`config.mk`:
```
export PLATFORM = sky130hd
export DESIGN_NAME = keyed_sprite_slot_table
export DESIGN_NICKNAME = d
export VERILOG_FILES = /design/src/kss_pkg.sv /design/src/keyed_sprite_slot_table.sv /design/src/kss_queue.sv /design/src/kss_engine.sv
export SDC_FILE = /design/constraint.sdc
export NUM_CORES = 2
export LEC_CHECK = 0
export BUFFER_PORTS_ARGS = -buffer_cell sky130_fd_sc_hd__buf_2
export CAP_MARGIN = 20
export CORE_ASPECT_RATIO = 0.8
export CORE_MARGIN = 2
export CORE_UTILIZATION = 52
export CTS_CLUSTER_DIAMETER = 120
export DETAILED_ROUTE_END_ITERATION = 8
export PLACE_DENSITY = 0.68
export SYNTH_ARGS = -nofsm -noshare
export SYNTH_HDL_FRONTEND = slang
export SYNTH_SLANG_ARGS = --single-unit
```
`constraint.sdc`:
```
create_clock -name i_clk -period 13.85 [get_ports i_clk]
set_input_delay 0.6925 -clock i_clk [delete_from_list [all_inputs] [get_ports i_clk]]
set_output_delay 0.6925 -clock i_clk [all_outputs]
set_load 0.05 [all_outputs]
```
`src/kss_pkg.sv`:
```
// Package for the keyed sprite slot table: payload structs, codes, defaults.
// Used by every module in src.
package kss_pkg;

    localparam int SLOTS_DEFAULT = 32;
    localparam logic [15:0] THRESH_RESET = 16'd60;
    localparam logic [15:0] OFFSET_RESET = 16'd0;
    localparam logic [16:0] ACC_MAX = 17'h1ffff;

    localparam logic [1:0] REQ_ADD    = 2'd0;
    localparam logic [1:0] REQ_REMOVE = 2'd1;
    localparam logic [1:0] REQ_TICK   = 2'd2;
    localparam logic [1:0] REQ_VIEW   = 2'd3;

    localparam logic [1:0] ST_OK       = 2'd0;
    localparam logic [1:0] ST_FULL     = 2'd1;
    localparam logic [1:0] ST_NOTFOUND = 2'd2;
    localparam logic [1:0] ST_LISTEND  = 2'd3;

    localparam logic CFG_THRESH = 1'b0;
    localparam logic CFG_OFFSET = 1'b1;

    typedef struct packed {
        logic [1:0]  req_type;
        logic [15:0] reg_key;
        logic [15:0] pos_x;
        logic [15:0] pos_y;
        logic [15:0] image_id;
        logic [7:0]  frame_total;
        logic [7:0]  frame_rate;
        logic [15:0] view_left;
        logic [15:0] view_top;
        logic [15:0] view_right;
        logic [15:0] view_bottom;
    } t_req;

    typedef struct packed {
        logic [1:0]  status;
        logic [15:0] tagged_index;
        logic [15:0] entry_y;
        logic [15:0] shown_image;
        logic [7:0]  shown_frame;
        logic [5:0]  tally;
        logic        last;
    } t_rsp;

endpackage

```
`src/keyed_sprite_slot_table.sv`:
```
// Keyed sprite slot table: request queue feeding a slot-walking engine.
// The engine walks one slot per cycle and accepts a new request only after
// the last one is finished; the final item waits for a free output register.
// A view query also waits on result acceptance for each listed entry.
// Synchronous active-low reset clears slot valid bits and count, sets config defaults.
module keyed_sprite_slot_table #(
    parameter int SLOTS = kss_pkg::SLOTS_DEFAULT
) (
    input  logic           i_clk,
    input  logic           i_rst_n,
    input  logic           i_valid,
    output logic           o_ready,
    input  kss_pkg::t_req  i_data,
    output logic           o_valid,
    input  logic           i_ready,
    output kss_pkg::t_rsp  o_data,
    input  logic           i_cfg_we,
    input  logic           i_cfg_idx,
    input  logic [15:0]    i_cfg_data
);
    logic          q_valid;
    logic          q_ready;
    kss_pkg::t_req q_data;
    logic [15:0]   r_thresh;
    logic [15:0]   r_offset;

    always_ff @(posedge i_clk) begin
        if (!i_rst_n) begin
            r_thresh <= kss_pkg::THRESH_RESET;
            r_offset <= kss_pkg::OFFSET_RESET;
        end else if (i_cfg_we) begin
            if (i_cfg_idx == kss_pkg::CFG_THRESH) r_thresh <= i_cfg_data;
            else r_offset <= i_cfg_data;
        end
    end

    kss_queue u_queue (
        .i_clk(i_clk), .i_rst_n(i_rst_n),
        .i_valid(i_valid), .o_ready(o_ready), .i_data(i_data),
        .o_valid(q_valid), .i_ready(q_ready), .o_data(q_data)
    );

    kss_engine #(.SLOTS(SLOTS)) u_engine (
        .i_clk(i_clk), .i_rst_n(i_rst_n),
        .i_valid(q_valid), .o_ready(q_ready), .i_req(q_data),
        .i_thresh(r_thresh), .i_offset(r_offset),
        .o_valid(o_valid), .i_ready(i_ready), .o_rsp(o_data)
    );
endmodule

```
`src/kss_queue.sv`:
```
// Two-entry request queue between the front and the back engine.
// Depends on kss_pkg.
module kss_queue (
    input  logic           i_clk,
    input  logic           i_rst_n,
    input  logic           i_valid,
    output logic           o_ready,
    input  kss_pkg::t_req  i_data,
    output logic           o_valid,
    input  logic           i_ready,
    output kss_pkg::t_req  o_data
);
    kss_pkg::t_req r_mem [2];
    logic          r_wp;
    logic          r_rp;
    logic [1:0]    r_cnt;

    logic push;
    logic pop;

    assign o_ready = (r_cnt != 2'd2);
    assign o_valid = (r_cnt != 2'd0);
    assign o_data  = r_mem[r_rp];
    assign push    = i_valid && o_ready;
    assign pop     = o_valid && i_ready;

    always_ff @(posedge i_clk) begin
        if (push) begin
            r_mem[r_wp] <= i_data;
        end
        if (!i_rst_n) begin
            r_wp  <= 1'b0;
            r_rp  <= 1'b0;
            r_cnt <= 2'd0;
        end else begin
            if (push) r_wp <= ~r_wp;
            if (pop) r_rp <= ~r_rp;
            r_cnt <= r_cnt + {1'b0, push} - {1'b0, pop};
        end
    end
endmodule

```
`src/kss_engine.sv`:
```
// Back engine: walks the slot table one slot per cycle for each request (view
// stalls on full output), emitting via an output register. Depends on kss_pkg.
module kss_engine #(
    parameter int SLOTS = kss_pkg::SLOTS_DEFAULT
) (
    input  logic           i_clk,
    input  logic           i_rst_n,
    input  logic           i_valid,
    output logic           o_ready,
    input  kss_pkg::t_req  i_req,
    input  logic [15:0]    i_thresh,
    input  logic [15:0]    i_offset,
    output logic           o_valid,
    input  logic           i_ready,
    output kss_pkg::t_rsp  o_rsp
);
    localparam int SW = (SLOTS > 1) ? $clog2(SLOTS) : 1;
    localparam int CW = $clog2(SLOTS + 1);

    typedef enum logic [2:0] {S_IDLE, S_SCAN, S_APPLY, S_EMIT, S_WAIT} t_state;

    t_state        r_state;
    kss_pkg::t_req r_req;
    logic [CW-1:0] r_idx;
    logic          r_hit;
    logic          r_free;
    logic [SW-1:0] r_hit_slot;
    logic [SW-1:0] r_free_slot;
    logic [5:0]    r_count;
    logic [5:0]    r_listed;
    logic          r_ovalid;
    kss_pkg::t_rsp r_rsp;
    logic [SLOTS-1:0] r_valid;

    logic [15:0] r_key   [SLOTS];
    logic [15:0] r_x     [SLOTS];
    logic [15:0] r_y     [SLOTS];
    logic [15:0] r_image [SLOTS];
    logic [7:0]  r_frame [SLOTS];
    logic [7:0]  r_limit [SLOTS];
    logic [7:0]  r_rate  [SLOTS];
    logic [16:0] r_acc   [SLOTS];

    logic [SW-1:0] idx;
    logic          done;
    logic          out_free;
    logic [16:0]   acc_sub;
    logic [17:0]   acc_sum;
    logic [16:0]   acc_next;
    logic [8:0]    frame_inc;
    logic [7:0]    frame_next;
    logic          stepped;
    logic          inview;
    logic [SW-1:0] sel;
    logic          emit;
    kss_pkg::t_rsp apply_rsp;

    assign idx      = r_idx[SW-1:0];
    assign done     = (r_idx == CW'(SLOTS - 1));
    assign out_free = !r_ovalid || i_ready;
    assign o_ready  = (r_state == S_IDLE);
    assign o_valid  = r_ovalid;
    assign o_rsp    = r_rsp;
    assign sel      = r_hit ? r_hit_slot : r_free_slot;
    assign emit     = out_free && ((r_state == S_APPLY)
                   || (r_state == S_SCAN && r_req.req_type == kss_pkg::REQ_VIEW
                       && r_valid[idx] && inview));

    always_comb begin
        stepped    = (r_acc[idx] >= {1'b0, i_thresh});
        acc_sub    = stepped ? (r_acc[idx] - {1'b0, i_thresh}) : r_acc[idx];
        frame_inc  = {1'b0, r_frame[idx]} + 9'd1;
        frame_next = (frame_inc >= {1'b0, r_limit[idx]}) ? 8'd0 : frame_inc[7:0];
        if (!stepped) frame_next = r_frame[idx];
        acc_sum    = {1'b0, acc_sub} + {10'd0, r_rate[idx]};
        acc_next   = acc_sum[17] ? kss_pkg::ACC_MAX : acc_sum[16:0];
        inview     = (r_x[idx] >= r_req.view_left) && (r_x[idx] <= r_req.view_right)
                  && (r_y[idx] >= r_req.view_top) && (r_y[idx] <= r_req.view_bottom);
    end

    // final item of the request
    always_comb begin
        apply_rsp = '{status: kss_pkg::ST_OK, tagged_index: 16'd0,
            entry_y: 16'd0, shown_image: 16'd0, shown_frame: 8'd0,
            tally: r_count, last: 1'b1};
        unique case (r_req.req_type)
            kss_pkg::REQ_ADD: begin
                if (r_hit || r_free) begin
                    apply_rsp.tagged_index = i_offset + 16'(sel);
                    if (!r_hit) apply_rsp.tally = r_count + 6'd1;
                end else begin
                    apply_rsp.status = kss_pkg::ST_FULL;
                end
            end
            kss_pkg::REQ_REMOVE: begin
                if (r_hit) begin
                    apply_rsp.tally        = r_count - 6'd1;
                    apply_rsp.tagged_index = i_offset + 16'(r_hit_slot);
                end else begin
                    apply_rsp.status = kss_pkg::ST_NOTFOUND;
                end
            end
            kss_pkg::REQ_TICK: begin
            end
            default: begin
                apply_rsp.status = kss_pkg::ST_LISTEND;
                apply_rsp.tally  = r_listed;
            end
        endcase
    end

    always_ff @(posedge i_clk) begin
        if (!i_rst_n) begin
            r_state  <= S_IDLE;
            r_valid  <= '0;
            r_count  <= 6'd0;
            r_ovalid <= 1'b0;
            r_idx    <= '0;
        end else begin
            if (emit) r_ovalid <= 1'b1;
            else if (i_ready) r_ovalid <= 1'b0;
            unique case (r_state)
                S_IDLE: begin
                    if (i_valid) begin
                        r_req    <= i_req;
                        r_idx    <= '0;
                        r_hit    <= 1'b0;
                        r_free   <= 1'b0;
                        r_listed <= 6'd0;
                        r_state  <= S_SCAN;
                    end
                end
                S_SCAN: begin
                    unique case (r_req.req_type)
                        kss_pkg::REQ_ADD, kss_pkg::REQ_REMOVE: begin
                            if (r_valid[idx] && r_key[idx] == r_req.reg_key && !r_hit) begin
                                r_hit      <= 1'b1;
                                r_hit_slot <= idx;
                            end
                            if (!r_valid[idx] && !r_free) begin
                                r_free      <= 1'b1;
                                r_free_slot <= idx;
                            end
                            r_idx <= r_idx + CW'(1);
                            if (done) r_state <= S_APPLY;
                        end
                        kss_pkg::REQ_TICK: begin
                            if (r_valid[idx]) begin
                                r_acc[idx]   <= acc_next;
                                r_frame[idx] <= frame_next;
                            end
                            r_idx <= r_idx + CW'(1);
                            if (done) r_state <= S_APPLY;
                        end
                        default: begin
                            // view: one slot per cycle, stall while output is full
                            if (out_free) begin
                                if (r_valid[idx] && inview) begin
                                    r_rsp <= '{status: kss_pkg::ST_OK,
                                        tagged_index: i_offset + 16'(idx),
                                        entry_y: r_y[idx], shown_image: r_image[idx],
                                        shown_frame: r_frame[idx], tally: r_count,
                                        last: 1'b0};
                                    r_listed <= r_listed + 6'd1;
                                end
                                r_idx <= r_idx + CW'(1);
                                if (done) r_state <= S_APPLY;
                            end
                        end
                    endcase
                end
                S_APPLY: begin
                    if (out_free) begin
                        r_state <= S_IDLE;
                        r_rsp   <= apply_rsp;
                        unique case (r_req.req_type)
                            kss_pkg::REQ_ADD: begin
                                if (r_hit || r_free) begin
                                    r_valid[sel] <= 1'b1;
                                    r_key[sel]   <= r_req.reg_key;
                                    r_x[sel]     <= r_req.pos_x;
                                    r_y[sel]     <= r_req.pos_y;
                                    r_image[sel] <= r_req.image_id;
                                    r_limit[sel] <= r_req.frame_total;
                                    r_rate[sel]  <= r_req.frame_rate;
                                    r_frame[sel] <= 8'd0;
                                    r_acc[sel]   <= 17'd0;
                                    if (!r_hit) r_count <= r_count + 6'd1;
                                end
                            end
                            kss_pkg::REQ_REMOVE: begin
                                if (r_hit) begin
                                    r_valid[r_hit_slot] <= 1'b0;
                                    r_count <= r_count - 6'd1;
                                end
                            end
                            default: begin
                            end
                        endcase
                    end
                end
                default: r_state <= S_IDLE;
            endcase
        end
    end
endmodule

```
==> metrics.md <==
| Metric | Value |
|---|---|
| Commonest cells after routing, fill and taps aside | 3881 x edfxtp_1, 994 x mux4_2, 384 x nand2_1 |
| Synth cell types | 74 |
| Setup tns final | 0 ns |
| CTS tree | yes |
| Psw | 6920 uW |
| Crit path capture type | flip-flop |
| Internal power | 21800 uW |
| Post-route setup slack | 4.84 ns |
| Total wire length | 392000 um |
| Worst Setup Start Kind | flip-flop |
| Storage cell area | 0.118 sq mm |
| CTS max path bufs | 4 |
| Period minus WS final | 9.01 ns |
| Vias in the first global route | 76.0k |
| YS warnings | 0 |
| Seq pwr share | 52.3% |
| Commonest non-fill, non-tap cell in the layout | edfxtp_1 |
| Sink Count | 3969 |
| Min-delay src | i_data[144] |
| Post-DRT Antenna Nets | 0 |
| Post-DP HPWL | 194000 um |
| Post-synth EDFFs | 3881 |
| # rows | 179 |
| Combinational power share | 12.3% |
| DRC violations left | 0 |
| Die Width | 614 um |
| Drt wl/cell | 32.3 um |
| Worst slack, placed | 4.64 ns |
| Die Ht | 492 um |
| Fillers | 20.7k |
| Layout Area Growth over Synthesis | 13.3% |
| Clock Latency Late Sink | 0.92 ns |
| Final #Nets | 8130 |
| Clk network pwr share | 35.4% |
| Level count of the clock H-tree | 5 |
| Ranking of synthesized cells by area | edfxtp_1 75%, mux4_2 14%, mux2_2 1.2% |
| Global-route wire length before repair | 557000 um |
| Initial antenna violation count | 12 |
| Non-filler cells, final | 12.1k |
| FMAX | 111 MHz |
| Pre-antenna DRT Iters | 8 |
| Status | finished, final reports clean |
| Crit Path Class | reg2reg |
| Die area | 0.302 sq mm |
| Final Hold Violating Endpoints | 0 |
| Io pins | 235 |
| Seq/Total Area, Yosys | 76.4% |
| Avg Inst Size Synth | 21.4 sq um |
| Cells after Synth | 7236 |
| Peak VDD IR | 0.112 mV |
| GRT overflow | 0 |
| Global Route Usage Sum | 25.7% |
| Initial drt markers | 11.6k |
| Unrepaired setup endpoints after global routing | false |
| Syn nets | 7528 |
| Leak | 0.0550 uW |
| WP data required | 14.35 ns |
| #FFs+latches synth | 3969 |
| PwrDens | 163 mW/mm^2 |
| Worst Path Max Fanout | 102 |
| Worst-path clk slew | 0.06 ns |
| Prevailing post-synth register cell | edfxtp_1 |
| Placed Cells | 11.3k |
| Share of flip-flops with an asynchronous set or reset | 0% |
| CTS-repair resized insts | 0 |
| Num CTS Buffers | 377 |
| Worst EP arrival | 9.50 ns |
| Vias per cell | 6.37 |
| Core ar. | 0.297 sq mm |
| Hold Path Class | in2reg |
| Final Max Tran Viols | 0 |
| I/O Buffers | 234 |
| Sw Share | 24.1% |
| Post-Route Skew | 0.0915 ns |
| Layout cells sized above 1 | 27.2% |
| Largest net degree at the start of global routing | 145 |
| Gpl congestion | 0.860 |
| Slew HR | 20.4% |
| Synth area leader | edfxtp_1 |
| Least-Margin Pin Slew | 1.19 ns |
| CTS root buf | clkbuf_16 |
| Vias | 77.3k |
| Fin crit share | 65.0% |
| Post-CTS setup buffer count | 0 |
| Max-cap violation count | 0 |
| Synthesized area | 0.155 sq mm |
| Top cell type's share of synthesized area | 75.3% |
| Initial core utilization | 52.2% |
| Final setup vio count | 0 |
| Area of the multi-input gates | 0.0352 sq mm |
## cell type report
class | count | share of cell area [%]
Antenna cell | 4 | 0.00570
Clock buffer | 442 | 5.59
Clock inverter | 249 | 1.27
Inverter | 122 | 0.271
Multi-Input combinational cell | 2804 | 20.0
Sequential cell | 3969 | 67.4
Tap cell | 3982 | 2.84
Timing Repair Buffer | 564 | 2.56
## synth_stat cells, types with 20 or more instances
cell type	count
xor2_1	24
nand4_1	38
and2_1	28
buf_4	20
mux4_2	994
ha_1	119
nand2_1	384
a21boi_0	55
clkbuf_1	196
a21o_1	36
inv_1	119
mux2i_1	123
xnor2_1	45
buf_2	98
nand3_1	49
nor2_1	187
nor2b_1	28
mux2_2	161
nor3_1	23
o21ai_0	110
dfxtp_1	88
nand2b_1	25
a21oi_1	140
edfxtp_1	3881
a22oi_1	37
buf_1	22
## worst paths after layout
kind,endpoint,slack (ns),cells past startpoint
setup / recovery,u_engine.o_rsp[20],4.84,19
hold / removal,u_queue.r_mem[1][144],0.07,1
setup reg to reg,u_engine.o_rsp[20],4.84,19
hold reg to reg,r_thresh[15],0.47,2
## sequential cells by signal (all words and copies together) (netlist names), 292 cells and up, named ones only
| signal | cells |
|---|---|
| u_engine.r_acc | 544 |
| u_engine.r_image | 512 |
| u_engine.r_key | 512 |
| u_engine.r_x | 512 |
| u_engine.r_y | 512 |
| u_queue.r_mem | 292 |
## metrics by stage
step / total power [uW] / utilization (%) / area [sq um] / hold WS [ns]
3_5_place_dp: 18600 / 54.5 / 162000 / 0.468
4_1_cts: 28700 / 59.0 / 175000 / 0.00745
5_1_grt: 29600 / 59.1 / 175000 / 0.0349
3_3_place_gp: 18500 / 54.5 / 162000 / 0.463
2_1_floorplan: 17500 / - / 155000 / 0.443
6_report: 28700 / 59.1 / 175000 / 0.0671
## critical path, stage by stage (launching register included)
cell and delay [ns]:
dfxtp_4 0.90, buf_4 0.88, buf_12 0.64, buf_4 0.86, mux4_2 0.60, mux4_2 0.47
nand2_1 0.12, nand2_1 0.14, ha_1 0.35, nor2b_1 0.15, o21a_1 0.16, o21a_1 0.16
o21ai_0 0.15, a211o_1 0.15, a211o_1 0.13, a21oi_1 0.07, or4_1 0.86, o22ai_4 0.24
buf_4 0.41, buf_4 0.80
## per-layer routing
metal | GRT usage (%) | share of wire, % | vias up
li1 | - | - | 31230
met1 | 38.1 | 40 | 40997
met2 | 40.2 | 47 | 4474
met3 | 4.38 | 9.8 | 612
met4 | 6.44 | 2.6 | 4
met5 | 0 | 0.0059 | -
## power groups by stage
stage / Combinational [uW] / Clock [uW] / Sequential [uW]
2_1_floorplan: 2450 / 0 / 15100
3_3_place_gp: 3310 / 0 / 15200
3_5_place_dp: 3380 / 0 / 15300
4_1_cts: 3430 / 10300 / 15000
5_1_grt: 3820 / 10700 / 15100
6_report: 3540 / 10200 / 15000
## what timing repair did
item	CTS	global route
hold buffers	144	0
hold endpoints to repair	288	0
endpoints found under the setup margin	0	0
## cell families (layout without fill, tap and decap cells)
kind of cell    Yosys count  count (layout)  share of synthesized area, %
fa+ha+maj               124             124                          1.03
other cells               0               4                             0
mux                    1278            1278                          16.4
compound gates          516             516                          2.13
xor+xnor                 69              69                         0.390
simple gates            817             817                          2.35
flops                  3969            3969                          76.4
buf+inv                 463            1377                          1.28
(Power assumes the default switching activity.)
